### src/rtl/hrlp_pkg.sv
// hrlp_pkg: types, character codes and the host-side parse step of the
// http request line parser; no dependencies
package hrlp_pkg;

    localparam int IN_TDATA_W  = 8;
    localparam int OUT_TDATA_W = 32;
    localparam int OUT_TUSER_W = 3;
    localparam int PORT_W      = 16;
    localparam int PREFIX_LEN  = 6;
    localparam int CNT_W       = 3;

    localparam logic [7:0] CH_SPACE = 8'd32;
    localparam logic [7:0] CH_COLON = 8'd58;
    localparam logic [7:0] CH_SLASH = 8'd47;
    localparam logic [7:0] CH_ZERO  = 8'd48;
    localparam logic [7:0] CH_NINE  = 8'd57;
    localparam logic [7:0] CH_CR    = 8'd13;
    localparam logic [7:0] CH_LF    = 8'd10;

    localparam logic [PORT_W-1:0] PORT_MAX         = 16'hFFFF;
    localparam logic [PORT_W-1:0] DEFAULT_PORT_RST = 16'd80;

    localparam logic [2:0] TAG_NONE    = 3'd0;
    localparam logic [2:0] TAG_METHOD  = 3'd1;
    localparam logic [2:0] TAG_HOST    = 3'd2;
    localparam logic [2:0] TAG_PATH    = 3'd3;
    localparam logic [2:0] TAG_VERSION = 3'd4;

    // field_nonempty and error_marks bit positions
    localparam int NE_METHOD = 0;
    localparam int NE_HOST   = 1;
    localparam int NE_PATH   = 2;
    localparam int ERR_PORT  = 1;

    typedef enum logic [7:0] {
        PH_METHOD  = 8'b0000_0001,
        PH_PREFIX  = 8'b0000_0010,
        PH_SKIP    = 8'b0000_0100,
        PH_HOST    = 8'b0000_1000,
        PH_PORT    = 8'b0001_0000,
        PH_PATH    = 8'b0010_0000,
        PH_VERSION = 8'b0100_0000,
        PH_DONE    = 8'b1000_0000
    } phase_t;

    typedef struct packed {
        phase_t            phase;
        logic [PORT_W-1:0] acc;
        logic              port_seen;
        logic [2:0]        nonempty;
        logic [1:0]        errs;
    } state_t;

    typedef struct packed {
        state_t     st;
        logic       push;
        logic [2:0] tag;
    } step_t;

    localparam state_t ST_RESET = '{phase: PH_METHOD, acc: 16'd0, port_seen: 1'b0,
                                    nonempty: 3'b000, errs: 2'b00};

    // expected prefix after the method: "http:/"
    function automatic logic [7:0] prefix_char(input logic [CNT_W-1:0] idx);
        logic [7:0] c;
        case (idx)
            3'd0:    c = 8'h68;
            3'd1:    c = 8'h74;
            3'd2:    c = 8'h74;
            3'd3:    c = 8'h70;
            3'd4:    c = 8'h3A;
            3'd5:    c = 8'h2F;
            default: c = 8'h00;
        endcase
        return c;
    endfunction

    // one byte through the host / port / path / version phases
    function automatic step_t host_step(input state_t s, input logic [7:0] b);
        step_t       r;
        logic [19:0] v;
        logic        is_digit;
        r        = '{st: s, push: 1'b0, tag: TAG_NONE};
        is_digit = (b >= CH_ZERO) && (b <= CH_NINE);
        // acc * 10 + digit, digit is the low nibble of an ascii digit
        v = {1'b0, s.acc, 3'b000} + {3'b000, s.acc, 1'b0} + {16'd0, b[3:0]};
        unique case (s.phase)
            PH_HOST:
            begin
                if (b == CH_SLASH)
                begin
                    r.st.phase = PH_PATH;
                    r.st.nonempty[NE_PATH] = 1'b1;
                    r.push = 1'b1;
                    r.tag  = TAG_PATH;
                end
                else if (b == CH_COLON)
                begin
                    r.st.phase = PH_PORT;
                    r.st.port_seen = 1'b1;
                end
                else
                begin
                    r.st.nonempty[NE_HOST] = 1'b1;
                    r.push = 1'b1;
                    r.tag  = TAG_HOST;
                end
            end
            PH_PORT:
            begin
                if (b == CH_SLASH)
                begin
                    r.st.phase = PH_PATH;
                    r.st.nonempty[NE_PATH] = 1'b1;
                    r.push = 1'b1;
                    r.tag  = TAG_PATH;
                end
                else if (b == CH_SPACE)
                begin
                    r.st.phase = PH_VERSION;
                end
                else if (is_digit)
                begin
                    if (v[19:16] != 4'd0)
                    begin
                        r.st.acc = PORT_MAX;
                        r.st.errs[ERR_PORT] = 1'b1;
                    end
                    else
                    begin
                        r.st.acc = v[15:0];
                    end
                end
                else
                begin
                    r.st.errs[ERR_PORT] = 1'b1;
                end
            end
            PH_PATH:
            begin
                if (b == CH_SPACE)
                begin
                    r.st.phase = PH_VERSION;
                end
                else
                begin
                    r.st.nonempty[NE_PATH] = 1'b1;
                    r.push = 1'b1;
                    r.tag  = TAG_PATH;
                end
            end
            PH_VERSION:
            begin
                if ((b == CH_CR) || (b == CH_LF))
                begin
                    r.st.phase = PH_DONE;
                end
                else
                begin
                    r.push = 1'b1;
                    r.tag  = TAG_VERSION;
                end
            end
            default:
            begin
                r.push = 1'b0;
            end
        endcase
        return r;
    endfunction

endpackage

### src/rtl/http_request_line_parser.sv
// http_request_line_parser: tags the bytes of an http request line
// depends on hrlp_pkg (types, character codes, host parse step)
//
// usage
//   s_* carries one request byte per beat, s_tlast marks the last byte of a
//   request. m_* carries one result per beat; m_tlast marks the final result
//   caused by an input byte, m_tuser holds the field tag. on the final result
//   of the last byte, m_tdata also holds the summary (request_done set).
//   cfg_* writes default_port; write it only while the block is idle.
// timing
//   an input beat goes into an input register and its result leaves from a
//   result register; one byte per cycle sustained while m_tready is high and no replay runs.
//   when the "http:/" check fails, or the request ends inside it, the held
//   n bytes (n up to 6) are replayed one per cycle while m_tready allows,
//   then a flush step; the input register still takes one beat.
// reset
//   rst_n clears the parse state, the valid bits of both registers and default_port (to 80).
// stalls
//   with m_tready low the result register holds; the input register then
//   takes a beat only if it is empty, and s_tready stays low while it is full.
module http_request_line_parser
(
    input  logic                             clk,
    input  logic                             rst_n,
    input  logic                             s_tvalid,
    output logic                             s_tready,
    input  logic [hrlp_pkg::IN_TDATA_W-1:0]  s_tdata,   // data_byte
    input  logic                             s_tlast,   // end_of_request
    output logic                             m_tvalid,
    input  logic                             m_tready,
    // field_byte, byte_valid, request_done, port_number, format_error,
    // port_error, request_ok, zero fill
    output logic [hrlp_pkg::OUT_TDATA_W-1:0] m_tdata,
    output logic                             m_tlast,   // last_of_run
    output logic [hrlp_pkg::OUT_TUSER_W-1:0] m_tuser,   // field_tag
    input  logic                             cfg_valid,
    output logic                             cfg_ready,
    input  logic [hrlp_pkg::PORT_W-1:0]      cfg_data   // default_port
);
    import hrlp_pkg::*;

    // input register
    logic             in_valid_reg;
    logic [7:0]       in_byte_reg;
    logic             in_last_reg;

    // parse state
    state_t           st_reg, st_next;
    logic [CNT_W-1:0] pcount_reg, pcount_next;
    logic [PORT_W-1:0] default_port_reg;

    // replay sequencer
    logic             rp_active_reg, rp_active_next;
    logic [CNT_W-1:0] rp_idx_reg, rp_idx_next;
    logic [CNT_W-1:0] rp_n_reg, rp_n_next;
    logic [7:0]       rp_fin_reg, rp_fin_next;
    logic             rp_last_reg, rp_last_next;
    logic             pend_valid_reg, pend_valid_next;
    logic [2:0]       pend_tag_reg, pend_tag_next;
    logic [7:0]       pend_byte_reg, pend_byte_next;

    // result register
    logic             out_valid_reg;
    logic [2:0]       out_tag_reg;
    logic [7:0]       out_byte_reg;
    logic             out_bvalid_reg;
    logic             out_last_reg;
    logic             out_done_reg;
    logic [PORT_W-1:0] out_port_reg;
    logic             out_ferr_reg;
    logic             out_perr_reg;
    logic             out_ok_reg;

    logic             out_free, go_in, go_rp;
    logic             rp_final, rp_flush;
    logic [7:0]       rp_byte, step_b;
    step_t            hs;

    state_t           top_st;
    logic [CNT_W-1:0] top_pcount;
    logic             top_push;
    logic [2:0]       top_tag;
    logic             start_rp;

    logic             emit, e_valid, e_last, e_done;
    logic [2:0]       e_tag;
    logic [7:0]       e_byte;
    state_t           sum_st;
    logic [PORT_W-1:0] sum_port;
    logic             sum_ferr, sum_perr, sum_ok;

    assign out_free  = !out_valid_reg || m_tready;
    assign go_in     = in_valid_reg && !rp_active_reg && out_free;
    assign go_rp     = rp_active_reg && out_free;
    assign s_tready  = !in_valid_reg || go_in;
    assign cfg_ready = 1'b1;

    assign rp_flush = (rp_idx_reg == rp_n_reg);
    assign rp_final = (rp_idx_reg == (rp_n_reg - 3'd1));
    // held bytes matched the pattern, only the last one may differ
    assign rp_byte  = rp_final ? rp_fin_reg : prefix_char(rp_idx_reg);
    assign step_b   = rp_active_reg ? rp_byte : in_byte_reg;
    assign hs       = host_step(st_reg, step_b);

    // method, prefix and skip phases; later phases go to the host step
    always_comb
    begin
        top_st     = st_reg;
        top_pcount = pcount_reg;
        top_push   = 1'b0;
        top_tag    = TAG_NONE;
        start_rp   = 1'b0;
        unique case (st_reg.phase)
            PH_METHOD:
            begin
                if (in_byte_reg == CH_SPACE)
                begin
                    top_st.phase = PH_PREFIX;
                    top_pcount   = '0;
                end
                else
                begin
                    top_st.nonempty[NE_METHOD] = 1'b1;
                    top_push = 1'b1;
                    top_tag  = TAG_METHOD;
                end
            end
            PH_PREFIX:
            begin
                if ((in_byte_reg != prefix_char(pcount_reg)) ||
                    (in_last_reg && (pcount_reg != CNT_W'(PREFIX_LEN - 1))))
                begin
                    start_rp     = 1'b1;
                    top_st.phase = PH_HOST;
                    top_pcount   = '0;
                end
                else if (pcount_reg == CNT_W'(PREFIX_LEN - 1))
                begin
                    top_st.phase = PH_SKIP;
                    top_pcount   = '0;
                end
                else
                begin
                    top_pcount = pcount_reg + 3'd1;
                end
            end
            PH_SKIP:
            begin
                top_st.phase = PH_HOST;
            end
            default:
            begin
                top_st   = hs.st;
                top_push = hs.push;
                top_tag  = hs.tag;
            end
        endcase
    end

    always_comb
    begin
        st_next         = st_reg;
        pcount_next     = pcount_reg;
        rp_active_next  = rp_active_reg;
        rp_idx_next     = rp_idx_reg;
        rp_n_next       = rp_n_reg;
        rp_fin_next     = rp_fin_reg;
        rp_last_next    = rp_last_reg;
        pend_valid_next = pend_valid_reg;
        pend_tag_next   = pend_tag_reg;
        pend_byte_next  = pend_byte_reg;
        emit    = 1'b0;
        e_valid = 1'b0;
        e_tag   = TAG_NONE;
        e_byte  = 8'd0;
        e_last  = 1'b0;
        e_done  = 1'b0;
        sum_st  = st_reg;
        if (go_in)
        begin
            st_next     = top_st;
            pcount_next = top_pcount;
            if (start_rp)
            begin
                rp_active_next  = 1'b1;
                rp_idx_next     = '0;
                rp_n_next       = pcount_reg + 3'd1;
                rp_fin_next     = in_byte_reg;
                rp_last_next    = in_last_reg;
                pend_valid_next = 1'b0;
            end
            else
            begin
                emit    = 1'b1;
                e_valid = top_push;
                e_tag   = top_tag;
                e_byte  = in_byte_reg;
                e_last  = 1'b1;
                e_done  = in_last_reg;
                sum_st  = top_st;
            end
        end
        else if (go_rp)
        begin
            if (rp_flush)
            begin
                // the last pending byte closes the run; it carries the summary if the request ended
                rp_active_next = 1'b0;
                emit    = 1'b1;
                e_valid = pend_valid_reg;
                e_tag   = pend_tag_reg;
                e_byte  = pend_byte_reg;
                e_last  = 1'b1;
                e_done  = rp_last_reg;
                sum_st  = st_reg;
            end
            else
            begin
                st_next     = hs.st;
                rp_idx_next = rp_idx_reg + 3'd1;
                if (hs.push)
                begin
                    pend_valid_next = 1'b1;
                    pend_tag_next   = hs.tag;
                    pend_byte_next  = step_b;
                    if (pend_valid_reg)
                    begin
                        emit    = 1'b1;
                        e_valid = 1'b1;
                        e_tag   = pend_tag_reg;
                        e_byte  = pend_byte_reg;
                    end
                end
            end
        end
        if (emit && e_done)
        begin
            st_next     = ST_RESET;
            pcount_next = '0;
        end
    end

    assign sum_port = sum_st.port_seen ? sum_st.acc : default_port_reg;
    assign sum_ferr = !((sum_st.phase == PH_VERSION) || (sum_st.phase == PH_DONE));
    assign sum_perr = sum_st.errs[ERR_PORT];
    assign sum_ok   = (&sum_st.nonempty) && (sum_port != '0);

    always_ff @(posedge clk or negedge rst_n)
    begin
        if (!rst_n)
        begin
            in_valid_reg     <= 1'b0;
            st_reg           <= ST_RESET;
            pcount_reg       <= '0;
            default_port_reg <= DEFAULT_PORT_RST;
            rp_active_reg    <= 1'b0;
            rp_idx_reg       <= '0;
            rp_n_reg         <= '0;
            rp_last_reg      <= 1'b0;
            pend_valid_reg   <= 1'b0;
            out_valid_reg    <= 1'b0;
        end
        else
        begin
            if (s_tready)
            begin
                in_valid_reg <= s_tvalid;
            end
            if (cfg_valid && cfg_ready)
            begin
                default_port_reg <= cfg_data;
            end
            st_reg         <= st_next;
            pcount_reg     <= pcount_next;
            rp_active_reg  <= rp_active_next;
            rp_idx_reg     <= rp_idx_next;
            rp_n_reg       <= rp_n_next;
            rp_last_reg    <= rp_last_next;
            pend_valid_reg <= pend_valid_next;
            out_valid_reg  <= emit || (out_valid_reg && !m_tready);
        end
    end

    // payload registers
    always_ff @(posedge clk)
    begin
        if (s_tvalid && s_tready)
        begin
            in_byte_reg <= s_tdata;
            in_last_reg <= s_tlast;
        end
        rp_fin_reg    <= rp_fin_next;
        pend_tag_reg  <= pend_tag_next;
        pend_byte_reg <= pend_byte_next;
        if (emit)
        begin
            out_tag_reg    <= e_valid ? e_tag : TAG_NONE;
            out_byte_reg   <= e_valid ? e_byte : 8'd0;
            out_bvalid_reg <= e_valid;
            out_last_reg   <= e_last;
            out_done_reg   <= e_done;
            out_port_reg   <= e_done ? sum_port : '0;
            out_ferr_reg   <= e_done && sum_ferr;
            out_perr_reg   <= e_done && sum_perr;
            out_ok_reg     <= e_done && sum_ok;
        end
    end

    assign m_tvalid = out_valid_reg;
    assign m_tlast  = out_last_reg;
    assign m_tuser  = out_tag_reg;
    assign m_tdata  = {3'b000, out_ok_reg, out_perr_reg, out_ferr_reg, out_port_reg,
                       out_done_reg, out_bvalid_reg, out_byte_reg};

    // replay index never runs past the flush step
    a_rp_idx: assert property (@(posedge clk) disable iff (!rst_n)
        rp_active_reg |-> (rp_idx_reg <= rp_n_reg))
        else $error("replay index beyond held count");

    // a finished request leaves the parser in the method phase
    a_done_clears: assert property (@(posedge clk) disable iff (!rst_n)
        (emit && e_done) |=> (st_reg.phase == PH_METHOD) && (pcount_reg == '0))
        else $error("state not cleared after request end");

    // the summary only rides on the final result of a run
    a_done_last: assert property (@(posedge clk) disable iff (!rst_n)
        (m_tvalid && out_done_reg) |-> m_tlast)
        else $error("summary on a result that is not last of run");

    // a replay starts with no pending byte and blocks the input register
    a_rp_start: assert property (@(posedge clk) disable iff (!rst_n)
        (go_in && start_rp) |=> (rp_active_reg && !pend_valid_reg && !go_in))
        else $error("replay start left stale pending byte");

    // empty results carry no tag
    a_empty_tag: assert property (@(posedge clk) disable iff (!rst_n)
        (m_tvalid && !out_bvalid_reg) |-> (m_tuser == TAG_NONE))
        else $error("tag set on result without a byte");

endmodule
### config.mk
export PLATFORM = sky130hd
export DESIGN_NAME = http_request_line_parser
export DESIGN_NICKNAME = d
export VERILOG_FILES = /design/src/rtl/hrlp_pkg.sv /design/src/rtl/http_request_line_parser.sv
export SDC_FILE = /design/constraint.sdc
export NUM_CORES = 1
export LEC_CHECK = 0
export BUFFER_PORTS_ARGS = -buffer_cell sky130_fd_sc_hd__clkbuf_2
export CAP_MARGIN = 25
export CELL_PAD_IN_SITES_DETAIL_PLACEMENT = 0
export CELL_PAD_IN_SITES_GLOBAL_PLACEMENT = 1
export CORE_ASPECT_RATIO = 1.1
export CORE_MARGIN = 2
export CORE_UTILIZATION = 50
export DETAILED_ROUTE_END_ITERATION = 8
export PLACE_DENSITY = 0.81
export SETUP_SLACK_MARGIN = 0.4
export SLEW_MARGIN = 40
export SYNTH_ARGS = -nofsm -noshare
export SYNTH_HDL_FRONTEND = slang
export SYNTH_SLANG_ARGS = --single-unit
export TNS_END_PERCENT = 1
### constraint.sdc
create_clock -name clk -period 13.1 [get_ports clk]
set_clock_uncertainty 0.15 [all_clocks]
set_input_delay 3.275 -clock clk [delete_from_list [all_inputs] [get_ports clk]]
set_output_delay 3.275 -clock clk [all_outputs]
set_load 0.02 [all_outputs]
==> results.md <==
- Area used by multi-input combinational logic: 0.00382 mm^2
- Post-cts resize count: 0
- Max-cap viol count: 0
- Finished Cell Area: 0.00844 mm^2
- Startpoint Class: input pin
- ANT nets after route: 0
- Most frequent cells in the layout: nor2_1 (88), clkbuf_2 (64), edfxtp_1 (61)
- Worst hold margin: 350 ps
- Syn avg cell area: 10.0 um^2
- CP arrival: 4410 ps
- Maximum VDD drop: 0.0924 mV
- Post-synthesis sequential area ratio: 0.448
- Die X: 120 um
- H-tree levels: 4
- # IOs: 69
- Area Overhead vs Synth: 14.0%
- Final cell count without fillers: 992
- Final number of setup-violating endpoints: 0
- P per Cell Area: 201 mW/mm^2
- Synth unique cells: 89
- CTS max path bufs: 2
- Clock Latency Late Sink: 430 ps
- CP bufs+invs: 2
- Pins Over Slew Limit: 0
- Initial core utilization: 0.512
- FF+latch count, synth: 120
- Delay-heaviest family, CP: simple AND/OR/NAND/NOR gates
- First-pass GRT wire length: 31000 um
- Fmax: 128 MHz
- Total gr overflow: 0
- Leakage power: 3.61 nW
- Slowest stage delay, CP: 360 ps
- WL final: 19600 um
- CTS Sinks: 120
- Port buffer count: 64
- Top_reg_cell synth: edfxtp_1
- Worst setup margin: 5260 ps
- # diodes: 0
- CTS tree: yes
- Initial antenna violation count: 0
- Post-CTS Setup Bufs: 0
- Final HPWL DP: 14300 um
- # fillers: 1244
- Sequential cell area: 0.00331 mm^2
- Most common cell after layout, fill and taps aside: nor2_1
- Row cnt: 46
- Post-placement setup slack: 5330 ps
- Worst path cell trace: clkbuf_2, nand2b_1, nand3_1, nand2_1, clkbuf_2
- Full die area: 0.0158 mm^2
- Setup TNS: 0 ps
- Outcome: finished clean
- Tmin final: 7840 ps
- Max FO, Critical Path: 10
- Most frequent CP cell: clkbuf_2
- RSZ-0062 raised after global routing: false
- Core area: 0.0144 mm^2
- Highest-delay cell along the critical path: nand3_1
- Die H: 132 um
- Vias in the first global route: 5962
- Total GRT Usage: 0.253
- Crit share post-route: 0.598
- Crit Path Category: input pin to output port
- Clock transition at path regs: 60 ps
- Area after DPL: 0.00784 mm^2
- WL/cell: 19.8 um
- Yosys warning total: 0
- # nets final: 861
- Hold Crit Class: register to register
- Largest net degree at the start of global routing: 60
- Root Buffer Master: clkbuf_16
- Synth async-reset ratio: 0.492
- DP Cell Count: 960
- DRT Pass-1 Iters: 4
- Crit. End Element: output port
- Via count: 6045
- Worst slew margin: 0.454
- Data required, critical path: 9680 ps
- GP Congestion: 0.914
- Via/cell ratio: 6.09
- Detailed Route Iter0 Violations: 432
- Fin. Hold Viols: 0
- Number of flip-flops in the largest register: 28
- Slew of the pin with the lowest slew margin: 819 ps
- Post-synth EDFFs: 61
- DRC Markers: 0
- Cells after Synth: 740
- CTS Buf Count: 17
- Post-Syn Area: 0.00740 mm^2
- Hold buffer count at CTS: 0
- Share of post-route cells with drive strength above 1: 0.184
[per-stage QoR]
step           total power, mW   util
6_report                  1.69  0.584
5_1_grt                   1.77  0.584
4_1_cts                   1.69  0.584
3_5_place_dp              1.22  0.543
3_3_place_gp              1.19  0.540
2_1_floorplan             1.03      -
[final timing paths]
path | startpoint | to | slack, ps | cells after the start
setup / recovery | m_tready | s_tready | 5260 | 5
hold / removal | hs[6] | hs[6] | 350 | 2
setup reg to reg | rp_n_reg[0] | out_ok_reg | 6440 | 19
hold reg to reg | hs[6] | hs[6] | 350 | 2
max in group asynchronous | rst_n | rp_active_reg | 9610 | 2
min in group asynchronous | rst_n | rp_n_reg[2] | 2780 | 2
[cells by family (layout without fill, tap and decap cells)]
logic type                 after synthesis  after routing  share of synthesized area
AOI/OAI and AO/OA                      195            195                      0.190
xor gates and xnor gates                22             22                     0.0282
adders and majority gates               44             44                     0.0764
buffers and inverters                   69            127                     0.0436
DFF                                    120            120                      0.448
muxes                                   21             21                     0.0313
other                                    2              4                    0.00101
and+or+nand+nor                        267            267                      0.182
[layout make-up]
cell class                 count  share of cell area
clock buffer                  18              0.0509
sequential                   120               0.392
tap                          192              0.0285
clock inverter                14              0.0191
timing repair buffer          71              0.0455
inverter                      24              0.0107
multi-input combinational    553               0.453
[synth_stat cells, types with 5 or more instances]
cell type,instances,area [um^2]
edfxtp_1,61,1830
or3_1,5,31.3
dfrtp_1,56,1400
clkbuf_1,24,90.1
xnor2_1,14,123
o21ai_0,35,175
o22ai_1,13,81.3
nand4_1,11,68.8
nor2_1,89,334
ha_1,42,526
xor2_1,7,61.3
nand2_1,53,199
nand2b_1,10,62.6
a311oi_1,5,43.8
and2_1,10,62.6
buf_2,5,25.0
inv_1,23,86.3
a21oi_1,43,215
a22o_1,9,78.8
a31oi_1,8,50.1
and3_1,8,50.1
o211ai_1,5,37.5
nor3_1,22,110
o31ai_1,7,52.6
mux2_2,17,191
a21o_1,8,60.1
nor2b_1,9,56.3
nand3_1,10,50.1
buf_4,11,82.6
nor4_1,12,75.1
[worst min-delay path: stages, from the launching register on]
cell,delay [ps]
dfrtp_1,320
a21oi_1,50
nor2_1,90
[metal layers]
layer | global-route usage | routed length [um]
met4 | 0.0974 | 525
met3 | 0.0512 | 805
met2 | 0.440 | 10000
met5 | 0 | 0
met1 | 0.306 | 8240
[power breakdown]
| part | internal (mW) | switching (mW) | total, mW |
|---|---|---|---|
| combinational | 0.203 | 0.429 | 0.632 |
| sequential | 0.517 | 0.0676 | 0.584 |
| clock | 0.285 | 0.191 | 0.476 |
| total | 1.00 | 0.688 | 1.69 |
Power figures use the tool's default switching activity.
